$ cat src/sv/orthogonal_lasso_soft_threshold_unit_defines.svh
// assertion macros used by the lasso soft threshold back end (olst_back)
// no dependencies; every user must have clk_i and rst_ni in scope
`ifndef ORTHOGONAL_LASSO_SOFT_THRESHOLD_UNIT_DEFINES_SVH
`define ORTHOGONAL_LASSO_SOFT_THRESHOLD_UNIT_DEFINES_SVH

// plain property check, disabled during reset
`define OLST_ASSERT(lbl, prop, msg) \
  lbl: assert property (@(posedge clk_i) disable iff (!rst_ni) prop) else $error(msg);

// same-cycle implication
`define OLST_ASSERT_IMP(lbl, ante, cons, msg) \
  `OLST_ASSERT(lbl, (ante) |-> (cons), msg)

// next-cycle implication
`define OLST_ASSERT_NXT(lbl, ante, cons, msg) \
  `OLST_ASSERT(lbl, (ante) |=> (cons), msg)

`endif

$ cat src/sv/olst_pkg.sv
// package for the lasso soft threshold unit: constants, codes and types
// no dependencies
package olst_pkg;

  localparam int MaxColumns = 64;
  localparam int MaxRows    = 65536;
  localparam int ColW       = 6;
  localparam int DataW      = 32;
  localparam int RowW       = 17;
  localparam int CntW       = 7;
  localparam int FifoDepth  = 4;

  typedef enum logic [1:0] {
    OP_ACC = 2'd0,
    OP_EIG = 2'd1,
    OP_FIN = 2'd2
  } op_e;

  typedef enum logic [1:0] {
    CFG_LAMBDA = 2'd0,
    CFG_ROWS   = 2'd1,
    CFG_COLS   = 2'd2
  } cfg_e;

  typedef enum logic [3:0] {
    ST_IDLE,
    ST_ACC,
    ST_RD,
    ST_LOAD,
    ST_SQRT,
    ST_MUL0,
    ST_MUL1,
    ST_SUM,
    ST_CMP,
    ST_DIV,
    ST_FIX,
    ST_OUT
  } bk_state_e;

  typedef struct packed {
    op_e                   op;
    logic [ColW-1:0]       col;
    logic [2*DataW-1:0]    data;
  } cmd_t;

  typedef struct packed {
    logic [DataW-1:0] lambda;
    logic [RowW-1:0]  row_count;
    logic [CntW-1:0]  column_count;
  } cfg_t;

endpackage

$ cat src/sv/olst_front.sv
// front end: accepts requests, classifies them and queues commands
// depends on olst_pkg
module olst_front import olst_pkg::*; #(
  parameter int MAX_COLUMNS = MaxColumns
) (
  input  logic                clk_i,
  input  logic                rst_ni,
  input  logic                in_vld_i,
  output logic                in_rdy_o,
  input  logic [1:0]          req_type_i,
  input  logic [ColW-1:0]     col_i,
  input  logic [DataW-1:0]    u_i,
  input  logic [DataW-1:0]    y_i,
  input  logic [DataW-1:0]    d_i,
  output logic                head_vld_o,
  output cmd_t                head_o,
  input  logic                pop_i
);

  localparam int PtrW = $clog2(FifoDepth);

  cmd_t            fifo_q [FifoDepth];
  logic [PtrW-1:0] wptr_q, rptr_q;
  logic [PtrW:0]   cnt_q, cnt_d;
  logic            full, push, col_ok, accept;
  cmd_t            cmd;

  assign full     = (cnt_q == (PtrW+1)'(FifoDepth));
  assign in_rdy_o = !full;
  assign accept   = in_vld_i && !full;
  assign col_ok   = ({1'b0, col_i} < (ColW+1)'(MAX_COLUMNS));

  always_comb begin
    cmd.col  = col_i;
    cmd.op   = OP_ACC;
    cmd.data = {y_i, u_i};
    push     = 1'b0;
    case (req_type_i)
      OP_ACC: begin
        push = accept && col_ok;
      end
      OP_EIG: begin
        cmd.op   = OP_EIG;
        cmd.data = {{DataW{1'b0}}, d_i};
        push     = accept && col_ok;
      end
      OP_FIN: begin
        cmd.op = OP_FIN;
        push   = accept;
      end
      default: begin
        push = 1'b0;
      end
    endcase
  end

  always_comb begin
    cnt_d = cnt_q;
    if (push && !pop_i) begin
      cnt_d = cnt_q + 1'b1;
    end else if (pop_i && !push) begin
      cnt_d = cnt_q - 1'b1;
    end
  end

  always_ff @(posedge clk_i or negedge rst_ni) begin
    if (!rst_ni) begin
      wptr_q <= '0;
      rptr_q <= '0;
      cnt_q  <= '0;
    end else begin
      cnt_q <= cnt_d;
      if (push) begin
        wptr_q <= wptr_q + 1'b1;
      end
      if (pop_i) begin
        rptr_q <= rptr_q + 1'b1;
      end
    end
  end

  always_ff @(posedge clk_i) begin
    if (push) begin
      fifo_q[wptr_q] <= cmd;
    end
  end

  assign head_vld_o = (cnt_q != '0);
  assign head_o     = fifo_q[rptr_q];

endmodule

$ cat config.mk
export PLATFORM = sky130hd
export DESIGN_NAME = olst_front
export DESIGN_NICKNAME = d
export VERILOG_FILES = /design/src/sv/orthogonal_lasso_soft_threshold_unit_defines.svh /design/src/sv/olst_pkg.sv /design/src/sv/olst_front.sv
export SDC_FILE = /design/constraint.sdc
export NUM_CORES = 1
export LEC_CHECK = 0
export BUFFER_PORTS_ARGS = -buffer_cell sky130_fd_sc_hd__buf_2
export CORE_MARGIN = 2
export CORE_UTILIZATION = 56
export DETAILED_ROUTE_END_ITERATION = 7
export PLACE_DENSITY = 0.76
export RECOVER_POWER = 25
export SKIP_CTS_REPAIR_TIMING = 1
export SYNTH_ARGS = -nofsm -noshare
export SYNTH_HDL_FRONTEND = slang
export SYNTH_SLANG_ARGS = --single-unit
$ cat constraint.sdc
create_clock -name clk_i -period 2.7 [get_ports clk_i]
set_clock_uncertainty 0.2 [all_clocks]
set_input_delay 0.405 -clock clk_i [delete_from_list [all_inputs] [get_ports clk_i]]
set_output_delay 0.405 -clock clk_i [all_outputs]
set_load 0.03 [all_outputs]
==> Word level (Yosys, flattened, before mapping) <==
Memories as Yosys holds them, arrays and structs flattened.
Cells that the tools add are included.
{ "totals": {"reg_bits": 7, "mem_bits_rw": 288, "input_bits": 108, "elab_cells": 28, "n_memories": 1} }
{ "op_classes": {"add_sub_neg": 4, "n_eq_ne": 3, "muxes": 7, "reduce_logical": 10} }
{ "memory_table": {"columns": ["name", "words", "width", "read_ports", "rd_ports_with_merged_regs", "write_ports", "line", "text"], "rows": [
  ["fifo_q", 4, 72, 1, 0, 1, "olst_front.sv:22", "cmd_t fifo_q [FifoDepth];"]
]} }
{ "op_table": {"columns": ["cell", "n"], "rows": [
  ["two-way mux 64 bit", 1],
  ["two-way mux 3 bit", 2],
  ["adder 2 x 1 -> 2 bit (second input constant)", 2],
  ["case mux 2 bit (2 select lines)", 1],
  ["adder 3 x 1 -> 3 bit (second input constant)", 1],
  ["== test 3 bit (second input constant)", 1],
  ["logical AND 1 bit", 3],
  ["zero test 1 bit", 3],
  ["two-way mux 1 bit", 3],
  ["nonzero test 3 bit", 1],
  ["OR reduction 3 bit", 1],
  ["subtractor 3 x 1 -> 3 bit (second input constant)", 1],
  ["== test 2 x 1 -> 1 bit (second input constant)", 1],
  ["== test 2 bit (second input constant)", 1],
  ["zero test 2 bit", 1],
  ["nonzero test 2 bit", 1]
]} }

==> Depth between registers and ports, before layout <==
Gate-level depths: netlist (run 1).
{ "logic_depth": {"word_depth": 8, "ltp_mapped": 9} }

==> Worst setup path after synthesis (run 1) <==
Ideal clock, no wire load.
{ "synth_path": {"path_type": "reg-to-reg", "from": "register cnt_q[2]", "to": "memory fifo_q[0][0] (netlist bit) (enable)", "setup_time_ns": 0.398, "t_arrival_ns": 1.996, "required_ns": 2.102, "setup_slack_ns": 0.105, "path_stages_with_launch": 5, "path_buffers": 1, "period_less_slack_ns": 2.595, "cell_sequence": "dfrtp_1 or3b_1 and3_1 buf_6 and2_2"} }
{ "synth_via": {"elab_chain_len": 6} }
{ "synth_rtl": {"columns": ["item", "line", "text"], "rows": [
  ["start, declared", "olst_front.sv:24", "logic [PtrW:0] cnt_q, cnt_d;"],
  ["start signal, assigned", "olst_front.sv:72", "cnt_q <= cnt_d;"],
  ["== test 3 bit", "olst_front.sv:28", "assign full = (cnt_q == (PtrW+1)'(FifoDepth));"],
  ["zero test 1 bit", null, null],
  ["via in_rdy_o", "olst_front.sv:9", "output logic in_rdy_o,"],
  ["logical AND 1 bit", "olst_front.sv:30", "assign accept = in_vld_i && !full;"],
  ["two-way mux 1 bit", "olst_front.sv:38", "case (req_type_i)"],
  ["via push", "olst_front.sv:25", "logic full, push, col_ok, accept;"],
  ["two-way mux 1 bit", "olst_front.sv:83", "if (push) begin"],
  ["two-way mux 1 bit (implied by the code)", "olst_front.sv:84", "fifo_q[wptr_q] <= cmd;"],
  ["end, declared", "olst_front.sv:22", null]
]} }
The timed path passes the listed nets, and every way through them passes these cells.

==> results of run 1 <==
worst min path at each step:
stage | end | slack [ps] | cells past startpoint
finish | fifo_q[1][30] | 30 | 2
CTS | cnt_q[2] | -500 | 1
detailed placement | rptr_q[1] | 60 | 1
global placement | cnt_q[0] | 50 | 1
global route | fifo_q[2][28] | 20 | 2
floorplan | cnt_q[0] | -90 | 0
through the flow:
step / cells / area (um2) / utilization (%)
after floorplan: 485 / 11400 / -
after global placement: 930 / 12800 / 63.7
after detailed placement: 930 / 12800 / 63.7
after CTS: 981 / 13700 / 68.3
after global routing: 991 / 13800 / 68.8
final: 992 / 13800 / 68.8
cell families after synthesis:
family | count (synthesis)
muxes | 106
adders and majority gates | 6
buffers and inverters | 28
DFF | 295
and+or+nand+nor | 44
xor gates and xnor gates | 6
per-layer routing:
metal / part of all wire (%) / vias up / global-route usage [%]
met5: 0.073 / - / 0
met4: 1.7 / 2 / 4.37
met3: 6.0 / 35 / 3.94
met2: 51 / 179 / 33.3
met1: 41 / 2829 / 25.2
li1: - / 2444 / -
cell usage in the layout (no fill, tap or decap):
cell                            synthesis  final
sky130_fd_sc_hd__dfrtp_1                7      5
sky130_fd_sc_hd__xnor2_1                3      3
sky130_fd_sc_hd__mux2_4                 1      1
sky130_fd_sc_hd__or3b_1                 1      1
sky130_fd_sc_hd__nor2b_1               34     33
sky130_fd_sc_hd__bufinv_16              0      3
sky130_fd_sc_hd__clkinv_1               0      5
sky130_fd_sc_hd__mux2_2                33     33
sky130_fd_sc_hd__buf_2                 13    172
sky130_fd_sc_hd__buf_16                 0      2
sky130_fd_sc_hd__ha_1                   5      5
sky130_fd_sc_hd__and2_4                 0      4
sky130_fd_sc_hd__clkbuf_1               3     13
sky130_fd_sc_hd__xor2_1                 3      3
sky130_fd_sc_hd__clkbuf_8               0      3
sky130_fd_sc_hd__buf_4                  1      6
sky130_fd_sc_hd__nor2b_4                0      1
sky130_fd_sc_hd__and3_1                 1      1
sky130_fd_sc_hd__buf_6                  1      1
sky130_fd_sc_hd__buf_12                 0     10
sky130_fd_sc_hd__inv_1                  4      4
sky130_fd_sc_hd__mux4_2                72     72
sky130_fd_sc_hd__or3_2                  1      1
sky130_fd_sc_hd__diode_2                0      1
sky130_fd_sc_hd__edfxtp_1             288    288
sky130_fd_sc_hd__dlygate4sd3_1          0      8
sky130_fd_sc_hd__nand2_1                2      2
sky130_fd_sc_hd__fa_1                   1      1
sky130_fd_sc_hd__clkinv_2               0      8
sky130_fd_sc_hd__nor2_1                 1      1
sky130_fd_sc_hd__dfrtp_4                0      2
sky130_fd_sc_hd__clkbuf_16              0     29
cell type report:
cell class	count	area share, %
timing repair buffer	209	9.32
inverter	4	0.109
tap	270	2.44
multi-input combinational	162	17.6
sequential	295	63.8
clock buffer	35	5.62
clock inverter	16	1.08
antenna	1	0.0181
critical path: stages, from the launching register on:
cell and delay, ps:
sky130_fd_sc_hd__dfrtp_4 490, sky130_fd_sc_hd__buf_16 240, sky130_fd_sc_hd__mux4_2 570, sky130_fd_sc_hd__buf_2 200
registers in the layout (all words and copies together) (netlist names):
name and count:
wptr_q 2, cnt_q 3, fifo_q 288, rptr_q 2
power by group through the flow:
| stage | clock (mW) | sequential, mW | combinational (mW) |
|---|---|---|---|
| floorplan | 0 | 6.08 | 3.74 |
| global placement | 0 | 6.18 | 5.13 |
| detailed placement | 0 | 6.24 | 5.18 |
| CTS | 3.94 | 6.14 | 5.20 |
| global route | 4.10 | 6.17 | 5.50 |
| finish | 3.85 | 6.11 | 5.19 |
==> impl_table.tex, run 1 <==
\begin{tabular}{lr}
\hline
Metric & Value \\
\hline
\multicolumn{2}{l}{\textbf{Worst setup path}} \\
Critical Path End Type & output pin \\
Flop2flop setup slack & 300 ps \\
Worst-case reg-to-reg path depth & 6 \\
CP endpoint & head\_o[49] \\
Worst r2r dst & cnt\_q[1] \\
Maximum net fanout on the critical path & 27 \\
WP data arrival & $\sim$2000 ps \\
Nature of the critical path startpoint & flip-flop \\
Category of the critical setup timing path & flip-flop to output pin \\
Launch point of the critical path & rptr\_q[0] \\
Launch instance of the worst register-to-register path & cnt\_q[0] \\
Required time at the worst-slack endpoint & 2100 ps \\
\multicolumn{2}{l}{\textbf{GRT}} \\
Largest net degree at the start of global routing & 38 \\
Total congestion overflow after global routing & 0 \\
Global-route wire length before repair & 31.7 mm \\
Vias in the first global route & 5964 \\
Initial antenna violation count & 2 \\
All-layer global routing usage & 19.1\% \\
\multicolumn{2}{l}{\textbf{Logic synthesis}} \\
XOR/XNOR share of the synthesized area & less than 1\% \\
EDFF count, synth & 288 \\
Fraction of the mapped netlist area in compound gates & 0\% \\
Share of flip-flops with an asynchronous set or reset & 2.37\% \\
Average cell area after synthesis & 23.5 um2 \\
Synth warnings & 0 \\
Dominant combinational cell family by area after synthesis & multiplexers \\
Total standard cell area after synthesis & 11400 um2 \\
Number of standard cells after synthesis & 485 \\
Count of different cell masters after synthesis & 22 \\
Syn\_nets & 599 \\
Flops \& latches, synth & 295 \\
Synthesized-area fraction occupied by and/or/nand/nor cells & 2.43\% \\
Portion of netlist area occupied by mux cells & 17.7\% \\
Top cells by count, synth & sky130\_fd\_sc\_hd\_\_edfxtp\_1, sky130\_fd\_sc\_hd\_\_mux4\_2, sky130\_fd\_sc\_hd\_\_nor2b\_1, sky130\_fd\_sc\_hd\_\_mux2\_2, sky130\_fd\_sc\_hd\_\_buf\_2 \\
Synth area leaders & sky130\_fd\_sc\_hd\_\_edfxtp\_1, sky130\_fd\_sc\_hd\_\_mux4\_2, sky130\_fd\_sc\_hd\_\_mux2\_2, sky130\_fd\_sc\_hd\_\_nor2b\_1, sky130\_fd\_sc\_hd\_\_dfrtp\_1 \\
Cell taking the most area after synthesis & sky130\_fd\_sc\_hd\_\_edfxtp\_1 \\
Cell with the most instances after synthesis & sky130\_fd\_sc\_hd\_\_edfxtp\_1 \\
Top-area cell type share of the netlist area & 76.0\% \\
Ys flop type & sky130\_fd\_sc\_hd\_\_edfxtp\_1 \\
Portion of the post-synthesis area used by sequential elements & around 78\% \\
Adder-cell share of the synthesized area & less than 1\% \\
\multicolumn{2}{l}{\textbf{Timing}} \\
Final setup violating endpoints & 0 \\
Maximum achievable frequency & 378 MHz \\
Actual slew at the worst max-slew pin & roughly 1900 ps \\
Worst setup slack after layout & 52.8 ps \\
RSZ-0062 raised after global routing & true \\
Final Slew Violations & 62 \\
Fin. Hold Viols & 0 \\
Total Negative Setup Slacks & 0 ps \\
Fin Hold WS & 28.1 ps \\
Slew HR & -28.6\% \\
Period utilization & 98.0\% \\
Crit path time final & between 2000 and 3000 ps \\
\multicolumn{2}{l}{\textbf{Power and ir drop}} \\
Power dissipated by switching net loads & 4.93 mW \\
Seq pwr share & 40.3\% \\
Leakage power figure & just under 5 nW \\
Peak ir drop on the vdd network & roughly 0.8 mV \\
Power, Total & roughly 15 mW \\
Power per Cell Area & 1100 nW/um2 \\
Switching power as a share of total power & 32.5\% \\
Combinational cell fraction of total power & 34.3\% \\
Power Internal & 10.2 mW \\
Share of total power in the clock network & roughly a quarter \\
\multicolumn{2}{l}{\textbf{Route}} \\
Post-DR vias/cell & 5.53 \\
WL per Instance & slightly above 20 um \\
Length of the first detailed-routing pass in iterations & 4 \\
DR DRC count & 0 \\
Vias post-DR & 5489 \\
Post-Route WL & 20.6 mm \\
Count of antenna-violating nets left after detailed routing & 0 \\
DRT iter0 DRCs & 262 \\
\multicolumn{2}{l}{\textbf{Status}} \\
Status & finished, violations left \\
Violated checks & max-capacitance violations, max-slew violations \\
\multicolumn{2}{l}{\textbf{CTS}} \\
Clock Latency Late Sink & between 500 and 600 ps \\
Clock transition at the register clock pins on the worst setup and hold paths after CTS & 60 ps \\
Htree depth & 1 \\
Clock Path Buffers & 3 \\
Clock buffers created by TritonCTS & 28 \\
Sink count of the clock tree & slightly below 300 \\
Root buffer selected by CTS & sky130\_fd\_sc\_hd\_\_clkbuf\_16 \\
Clock tree from TritonCTS & yes \\
\multicolumn{2}{l}{\textbf{Placement}} \\
Half-perimeter wire length after detailed placement & 13.0 mm \\
Worst slack after detailed placement & about 300 ps \\
Port Buffer Count & between 150 and 200 \\
Gpl congestion & $\sim$0.71 \\
\multicolumn{2}{l}{\textbf{Floorplan}} \\
Standard cell core area & 20100 um2 \\
Die ar. & 21500 um2 \\
IO Pins & 182 \\
Number of placement rows & 52 \\
Initial Util & 56.6\% \\
Die X-Extent & around 150 um \\
Vertical die dimension & 147 um \\
\multicolumn{2}{l}{\textbf{Worst hold path}} \\
Classification of the worst-slack hold path & input port to flip-flop \\
Launch point of the worst hold path & u\_i[30] \\
\multicolumn{2}{l}{\textbf{Job}} \\
Max-capacitance violation count & 2 \\
\multicolumn{2}{l}{\textbf{Layout}} \\
Count of fill cells added during filler insertion & 1259 \\
Number of nets in the layout & 814 \\
Share of final-layout standard cells stronger than drive strength 1 & 48.3\% \\
Layout area overhead & 21.6\% \\
Seq. cell area & 8830 um2 \\
Combined area of the multi-input logic cells & 2430 um2 \\
\hline
\end{tabular}
No activity file was read; power rests on OpenSTA's default activity.
==> run 2, diff against run 1 <==
Settings changed: CTS_BUF_LIST set to sky130_fd_sc_hd__clkbuf_8 sky130_fd_sc_hd__clkbuf_16.
==> impl_table.tex, run 2 (synthesized netlist as in run 1, its figures left out) <==
\begin{tabular}{lr}
\hline
Metric & Value \\
\hline
\multicolumn{2}{l}{\textbf{Worst hold path}} \\
Classification of the worst-slack hold path & input port to flip-flop \\
Launch point of the worst hold path & u\_i[30] \\
Worst Hold End & fifo\_q[1][30] \\
Worst hold path depth & 2 (unchanged) \\
\multicolumn{2}{l}{\textbf{Power and ir drop}} \\
Combinational cell fraction of total power & 34.3\% (about the same) \\
Share of total power in the clock network & 25.4\% (about the same) \\
Power, Total & 15.1 mW (about the same) \\
Leakage power figure & 4.86 nW (+0.26\%) \\
Peak ir drop on the vdd network & 0.782 mV (about the same) \\
Power per Cell Area & 1090 nW/um2 (about the same) \\
Seq pwr share & 40.3\% (about the same) \\
Power Internal & 10.2 mW (-0.11\%) \\
Switching power as a share of total power & 32.6\% (+0.046 points) \\
Power dissipated by switching net loads & 4.93 mW (about the same) \\
\multicolumn{2}{l}{\textbf{Placement}} \\
Half-perimeter wire length after detailed placement & 13.0 mm (unchanged) \\
Worst slack after detailed placement & 300 ps (unchanged) \\
Instance area after placement & 12800 um2 (unchanged) \\
Port Buffer Count & 181 (unchanged) \\
Gpl congestion & 0.711 (unchanged) \\
\multicolumn{2}{l}{\textbf{Layout}} \\
Post-route core utilization & 68.8\% (unchanged) \\
Count of fill cells added during filler insertion & 1259 (unchanged) \\
Commonest cells after routing, fill and taps aside & sky130\_fd\_sc\_hd\_\_edfxtp\_1, sky130\_fd\_sc\_hd\_\_buf\_2, sky130\_fd\_sc\_hd\_\_mux4\_2 \\
Final design area excluding fillers & 13800 um2 (unchanged) \\
Most common library cell in the layout ignoring fill and taps & sky130\_fd\_sc\_hd\_\_edfxtp\_1 \\
Most flops, register & fifo\_q \\
Share of final-layout standard cells stronger than drive strength 1 & 48.3\% (unchanged) \\
Number of nets in the layout & 814 (unchanged) \\
Layout area overhead & 21.6\% (unchanged) \\
Largest register FFs & 288 (unchanged) \\
Regs by FF count & fifo\_q x288, cnt\_q x3 \\
\multicolumn{2}{l}{\textbf{Route}} \\
Post-DR vias/cell & 5.52 (-0.16\%) \\
DR DRC count & 0 (unchanged) \\
Post-Route WL & 20.6 mm (about the same) \\
WL per Instance & 20.7 um (about the same) \\
Length of the first detailed-routing pass in iterations & 4 (unchanged) \\
Vias post-DR & 5480 (-0.16\%) \\
Count of antenna-violating nets left after detailed routing & 0 (unchanged) \\
DRT iter0 DRCs & 255 (-2.7\%) \\
\multicolumn{2}{l}{\textbf{GRT}} \\
Largest net degree at the start of global routing & 38 (unchanged) \\
All-layer global routing usage & 19.1\% (unchanged) \\
Busiest metal layer after global routing & met2 \\
GR Layer Usage met3 & 3.94\% (unchanged) \\
Initial antenna violation count & 2 (unchanged) \\
Met2 Usage GRT & 33.3\% (unchanged) \\
Total congestion overflow after global routing & 0 (unchanged) \\
Vias in the first global route & 5964 (unchanged) \\
Global-route wire length before repair & 31.7 mm (unchanged) \\
Met1 Usage GRT & 25.2\% (unchanged) \\
\multicolumn{2}{l}{\textbf{Worst setup path}} \\
Critical path, cell by cell & buf\_16 -> mux4\_2 -> buf\_2 \\
Worst r2r dst & cnt\_q[1] \\
Launch instance of the worst register-to-register path & cnt\_q[0] \\
Worst-case reg-to-reg path depth & 6 (unchanged) \\
Maximum net fanout on the critical path & 27 (unchanged) \\
Worst path slowest cell & sky130\_fd\_sc\_hd\_\_mux4\_2 \\
Category of the critical setup timing path & flip-flop to output pin \\
Critical path's largest stage delay & 570 ps (about the same) \\
Nature of the critical path startpoint & flip-flop \\
WP data arrival & 2040 ps (about the same) \\
Critical Path End Type & output pin \\
Required time at the worst-slack endpoint & 2100 ps (about the same) \\
Flop2flop setup slack & 300 ps (about the same) \\
\multicolumn{2}{l}{\textbf{Timing}} \\
Crit path time final & 2650 ps (+0.114 ps) \\
Final Slew Violations & 62 (unchanged) \\
Slew HR & -28.6\% (about the same) \\
Fin. Hold Viols & 0 (unchanged) \\
RSZ-0062 raised after global routing & true \\
Fin Hold WS & 28.2 ps (+0.124 ps) \\
Period utilization & 98.0\% (about the same) \\
Maximum achievable frequency & 378 MHz (about the same) \\
Final setup violating endpoints & 0 (unchanged) \\
Actual slew at the worst max-slew pin & 1930 ps (+0.185 ps) \\
Worst setup slack after layout & 52.7 ps (-0.114 ps) \\
\multicolumn{2}{l}{\textbf{CTS}} \\
Sink count of the clock tree & 295 (unchanged) \\
Htree depth & 1 (unchanged) \\
Clock Path Buffers & 3 (unchanged) \\
Clock Latency Late Sink & 520 ps (about the same) \\
Root buffer selected by CTS & sky130\_fd\_sc\_hd\_\_clkbuf\_16 \\
Clock transition at the register clock pins on the worst setup and hold paths after CTS & 60 ps (about the same) \\
Clock tree from TritonCTS & yes \\
Clock buffers created by TritonCTS & 28 (unchanged) \\
\multicolumn{2}{l}{\textbf{Floorplan}} \\
IO Pins & 182 (unchanged) \\
Number of placement rows & 52 (unchanged) \\
Die ar. & 21500 um2 (unchanged) \\
Vertical die dimension & 147 um (unchanged) \\
Die X-Extent & 147 um (unchanged) \\
Standard cell core area & 20100 um2 (unchanged) \\
Initial Util & 56.6\% (unchanged) \\
\multicolumn{2}{l}{\textbf{Status}} \\
Violated checks & max-capacitance violations, max-slew violations \\
Status & finished, violations left \\
\multicolumn{2}{l}{\textbf{Job}} \\
Max-capacitance violation count & 2 (unchanged) \\
\hline
\end{tabular}
## run 2: cell types whose count changed in the layout (fill, tap and decap cells not counted)
cell / previous run / this run
sky130_fd_sc_hd__clkbuf_1: 13 / 10
sky130_fd_sc_hd__inv_1: 4 / 7
## run 2: final cells by class
cell class	count	area (um2)	share of cell area, %
antenna	1	2.50	0.0181
clock inverter	19	160	1.16
multi-input combinational	162	2430	17.6
sequential	295	8830	63.8
tap	270	338	2.44
timing repair buffer	209	1290	9.32
inverter	4	15.0	0.109
clock buffer	32	767	5.54
## run 2: worst max path at each step
stage / from / to / depth (start not counted)
2_1_floorplan: cnt_q[2] / fifo_q[0][0] / 4
3_3_place_gp: cnt_q[1] / cnt_q[1] / 6
3_5_place_dp: cnt_q[1] / cnt_q[1] / 6
4_1_cts: rptr_q[0] / head_o[55] / 3
5_1_grt: rptr_q[0] / head_o[17] / 3
6_report: rptr_q[0] / head_o[49] / 3
## run 2: power by group through the flow
stage               clock network (mW)  logic [mW]  registers (mW)
finish                            3.84        5.20            6.11
detailed placement                   0        5.18            6.24
global route                      4.09        5.50            6.17
global placement                     0        5.13            6.18
floorplan                            0        3.74            6.08
CTS                               3.93        5.20            6.14
## run 2: critical path: cells and delay by family (launching register included)
family	cells	cell delay [ps]
buf+inv	2	440
flops	1	490
mux	1	570
## run 2: metrics by stage
step / cells / TNS (ps)
final: 992 / 0
after floorplan: 485 / 0
after CTS: 981 / -5160
after global placement: 930 / 0
after detailed placement: 930 / 0
after global routing: 991 / -564
## run 2: layer usage
layer	share of wire (%)	vias up
li1	-	2443
met1	41	2816
met2	51	184
met3	6.2	35
met4	1.7	2
met5	0.073	-
==> run 3, diff against run 2 <==
Settings changed: BUFFER_PORTS_ARGS -buffer_cell sky130_fd_sc_hd__buf_2 to not set, CORE_UTILIZATION 56 to 60, DONT_BUFFER_PORTS set to 1, PLACE_DENSITY 0.76 to 0.73.
==> impl_table.tex, run 3 (synthesized netlist as in run 1, its figures left out) <==
\begin{tabular}{lr}
\hline
Metric & Value \\
\hline
\multicolumn{2}{l}{\textbf{Status}} \\
Status & complete, no violations \\
\multicolumn{2}{l}{\textbf{GRT}} \\
Total congestion overflow after global routing & 0 (unchanged) \\
Global-route wire length before repair & 28.2 mm (-11\%) \\
Vias in the first global route & 4976 (-17\%) \\
Largest net degree at the start of global routing & 73 (+92\%) \\
Met2 Usage GRT & 31.8\% (-1.5 points) \\
Initial antenna violation count & 1 (-1) \\
All-layer global routing usage & 18.6\% (-0.51 points) \\
Met1 Usage GRT & 24.3\% (-0.97 points) \\
GR Layer Usage met3 & 4.89\% (+0.96 points) \\
Busiest metal layer after global routing & met2 \\
\multicolumn{2}{l}{\textbf{Worst setup path}} \\
Maximum net fanout on the critical path & 38 (+41\%) \\
Category of the critical setup timing path & flip-flop to output pin \\
Nature of the critical path startpoint & flip-flop \\
WP data arrival & 1970 ps (-70 ps) \\
Flop2flop setup slack & 170 ps (-130 ps) \\
Critical Path End Type & output pin \\
Required time at the worst-slack endpoint & 2100 ps (about the same) \\
Worst-case reg-to-reg path depth & 3 (-3) \\
\multicolumn{2}{l}{\textbf{Floorplan}} \\
Number of placement rows & 50 (-3.8\%) \\
Initial Util & 61.0\% (+4.4 points) \\
Die X-Extent & 142 um (-3.3\%) \\
Vertical die dimension & 142 um (-3.3\%) \\
IO Pins & 182 (unchanged) \\
Standard cell core area & 18600 um2 (-7.3\%) \\
Die ar. & 20100 um2 (-6.5\%) \\
\multicolumn{2}{l}{\textbf{Route}} \\
Count of antenna-violating nets left after detailed routing & 0 (unchanged) \\
Post-DR vias/cell & 5.94 (+7.5\%) \\
WL per Instance & 23.4 um (+13\%) \\
DR DRC count & 0 (unchanged) \\
Vias post-DR & 5042 (-8.0\%) \\
Length of the first detailed-routing pass in iterations & 6 (+2) \\
Post-Route WL & 19.9 mm (-3.3\%) \\
DRT iter0 DRCs & 267 (+4.7\%) \\
\multicolumn{2}{l}{\textbf{Power and ir drop}} \\
Switching power as a share of total power & 33.0\% (+0.45 points) \\
Power dissipated by switching net loads & 4.75 mW (-3.6\%) \\
Power per Cell Area & 1070 nW/um2 (-2.7\%) \\
Peak ir drop on the vdd network & 1.15 mV (+47\%) \\
Power, Total & 14.4 mW (-5.0\%) \\
Combinational cell fraction of total power & 31.4\% (-2.9 points) \\
Leakage power figure & 4.42 nW (-9.0\%) \\
Seq pwr share & 42.6\% (+2.3 points) \\
Share of total power in the clock network & 26.1\% (+0.7 points) \\
Power Internal & 9.64 mW (-5.6\%) \\
\multicolumn{2}{l}{\textbf{CTS}} \\
Root buffer selected by CTS & sky130\_fd\_sc\_hd\_\_clkbuf\_16 \\
Sink count of the clock tree & 295 (unchanged) \\
Clock transition at the register clock pins on the worst setup and hold paths after CTS & 60 ps (about the same) \\
Clock tree from TritonCTS & yes \\
Clock buffers created by TritonCTS & 28 (unchanged) \\
Clock Path Buffers & 3 (unchanged) \\
Htree depth & 1 (unchanged) \\
Clock Latency Late Sink & 520 ps (about the same) \\
\multicolumn{2}{l}{\textbf{Worst hold path}} \\
Worst hold path depth & 1 (-1) \\
Classification of the worst-slack hold path & input port to flip-flop \\
\multicolumn{2}{l}{\textbf{Timing}} \\
Total Negative Setup Slacks & 0 ps (unchanged) \\
Period utilization & 95.5\% (-2.5 points) \\
Fin Hold WS & 10.4 ps (-17.8 ps) \\
Actual slew at the worst max-slew pin & 1110 ps (-822 ps) \\
Final setup violating endpoints & 0 (unchanged) \\
RSZ-0062 raised after global routing & false \\
Final Slew Violations & 0 (-100\%) \\
Fin. Hold Viols & 0 (unchanged) \\
Crit path time final & 2580 ps (-68.0 ps) \\
Slew HR & 26.2\% (+55 points) \\
Maximum achievable frequency & 388 MHz (+2.6\%) \\
\multicolumn{2}{l}{\textbf{Layout}} \\
Diodes inserted & 0 (-1) \\
Regs by FF count & fifo\_q x288, cnt\_q x3 \\
Number of nets in the layout & 707 (-13\%) \\
Final design area excluding fillers & 13500 um2 (-2.4\%) \\
Largest register FFs & 288 (unchanged) \\
Most flops, register & fifo\_q \\
Commonest cells after routing, fill and taps aside & sky130\_fd\_sc\_hd\_\_edfxtp\_1, sky130\_fd\_sc\_hd\_\_dlygate4sd3\_1, sky130\_fd\_sc\_hd\_\_mux4\_2 \\
Post-route core utilization & 72.5\% (+3.6 points) \\
Layout area overhead & 18.8\% \\
Most common library cell in the layout ignoring fill and taps & sky130\_fd\_sc\_hd\_\_edfxtp\_1 \\
Share of final-layout standard cells stronger than drive strength 1 & 26.2\% (-22 points) \\
\multicolumn{2}{l}{\textbf{Placement}} \\
Instance area after placement & 11700 um2 (-8.7\%) \\
Half-perimeter wire length after detailed placement & 11.0 mm (-15\%) \\
Gpl congestion & 0.726 (+2.1\%) \\
Port Buffer Count & 0 (-100\%) \\
\multicolumn{2}{l}{\textbf{Job}} \\
Max-capacitance violation count & 0 (-2) \\
\hline
\end{tabular}
run 3: cell types whose count changed in the layout (fill, tap and decap cells not counted), moves of 2 or more:
| cell | before | now |
|---|---|---|
| sky130_fd_sc_hd__buf_2 | 172 | 0 |
| sky130_fd_sc_hd__clkbuf_1 | 10 | 3 |
| sky130_fd_sc_hd__clkinv_1 | 5 | 9 |
| sky130_fd_sc_hd__buf_16 | 2 | 0 |
| sky130_fd_sc_hd__clkbuf_8 | 3 | 0 |
| sky130_fd_sc_hd__dlygate4sd3_1 | 8 | 91 |
| sky130_fd_sc_hd__buf_4 | 6 | 3 |
| sky130_fd_sc_hd__buf_12 | 10 | 4 |
run 3: through the flow:
step	instances	setup WS, ps
6_report	849	121
5_1_grt	849	27.6
4_1_cts	757	45.1
3_5_place_dp	705	179
3_3_place_gp	705	248
2_1_floorplan	485	105
run 3: cell type report:
cell class                      count  area [um2]
Sequential cell                   295        8830
Clock buffer                       29         726
Clock inverter                     23         174
Inverter                            4        15.0
Fill cell                        1065        5130
Timing Repair Buffer              102        1040
Multi-Input combinational cell    162        2430
Tap cell                          234         293
run 3: final timing paths:
check                           startpoint             to
worst max-delay path             rptr_q[0]      head_o[0]
min in group asynchronous           rst_ni      rptr_q[1]
worst min-delay path               y_i[13]  fifo_q[1][45]
max in group asynchronous           rst_ni      rptr_q[0]
worst max register to register    cnt_q[2]  fifo_q[1][52]
worst min register to register    cnt_q[2]       cnt_q[2]
run 3: critical path, stage by stage, from the launching register on:
cell                      delay, ps
sky130_fd_sc_hd__dfrtp_4        450
sky130_fd_sc_hd__buf_12         300
sky130_fd_sc_hd__mux4_2         680
run 3: power by group through the flow:
stage	Combinational (mW)	Sequential, mW	Clock (mW)
after CTS	4.42	6.17	3.83
after global routing	4.74	6.19	4.02
after detailed placement	4.41	6.27	0
final	4.52	6.13	3.75
after global placement	4.38	6.21	0
after floorplan	3.74	6.08	0
run 3: routing by layer:
metal	share of wire [%]	vias to the layer above	wire [um]
met5	0.065	-	13
met4	2.1	2	408
met3	6.5	32	1280
met2	52	174	10400
met1	39	2604	7750
li1	-	2230	-
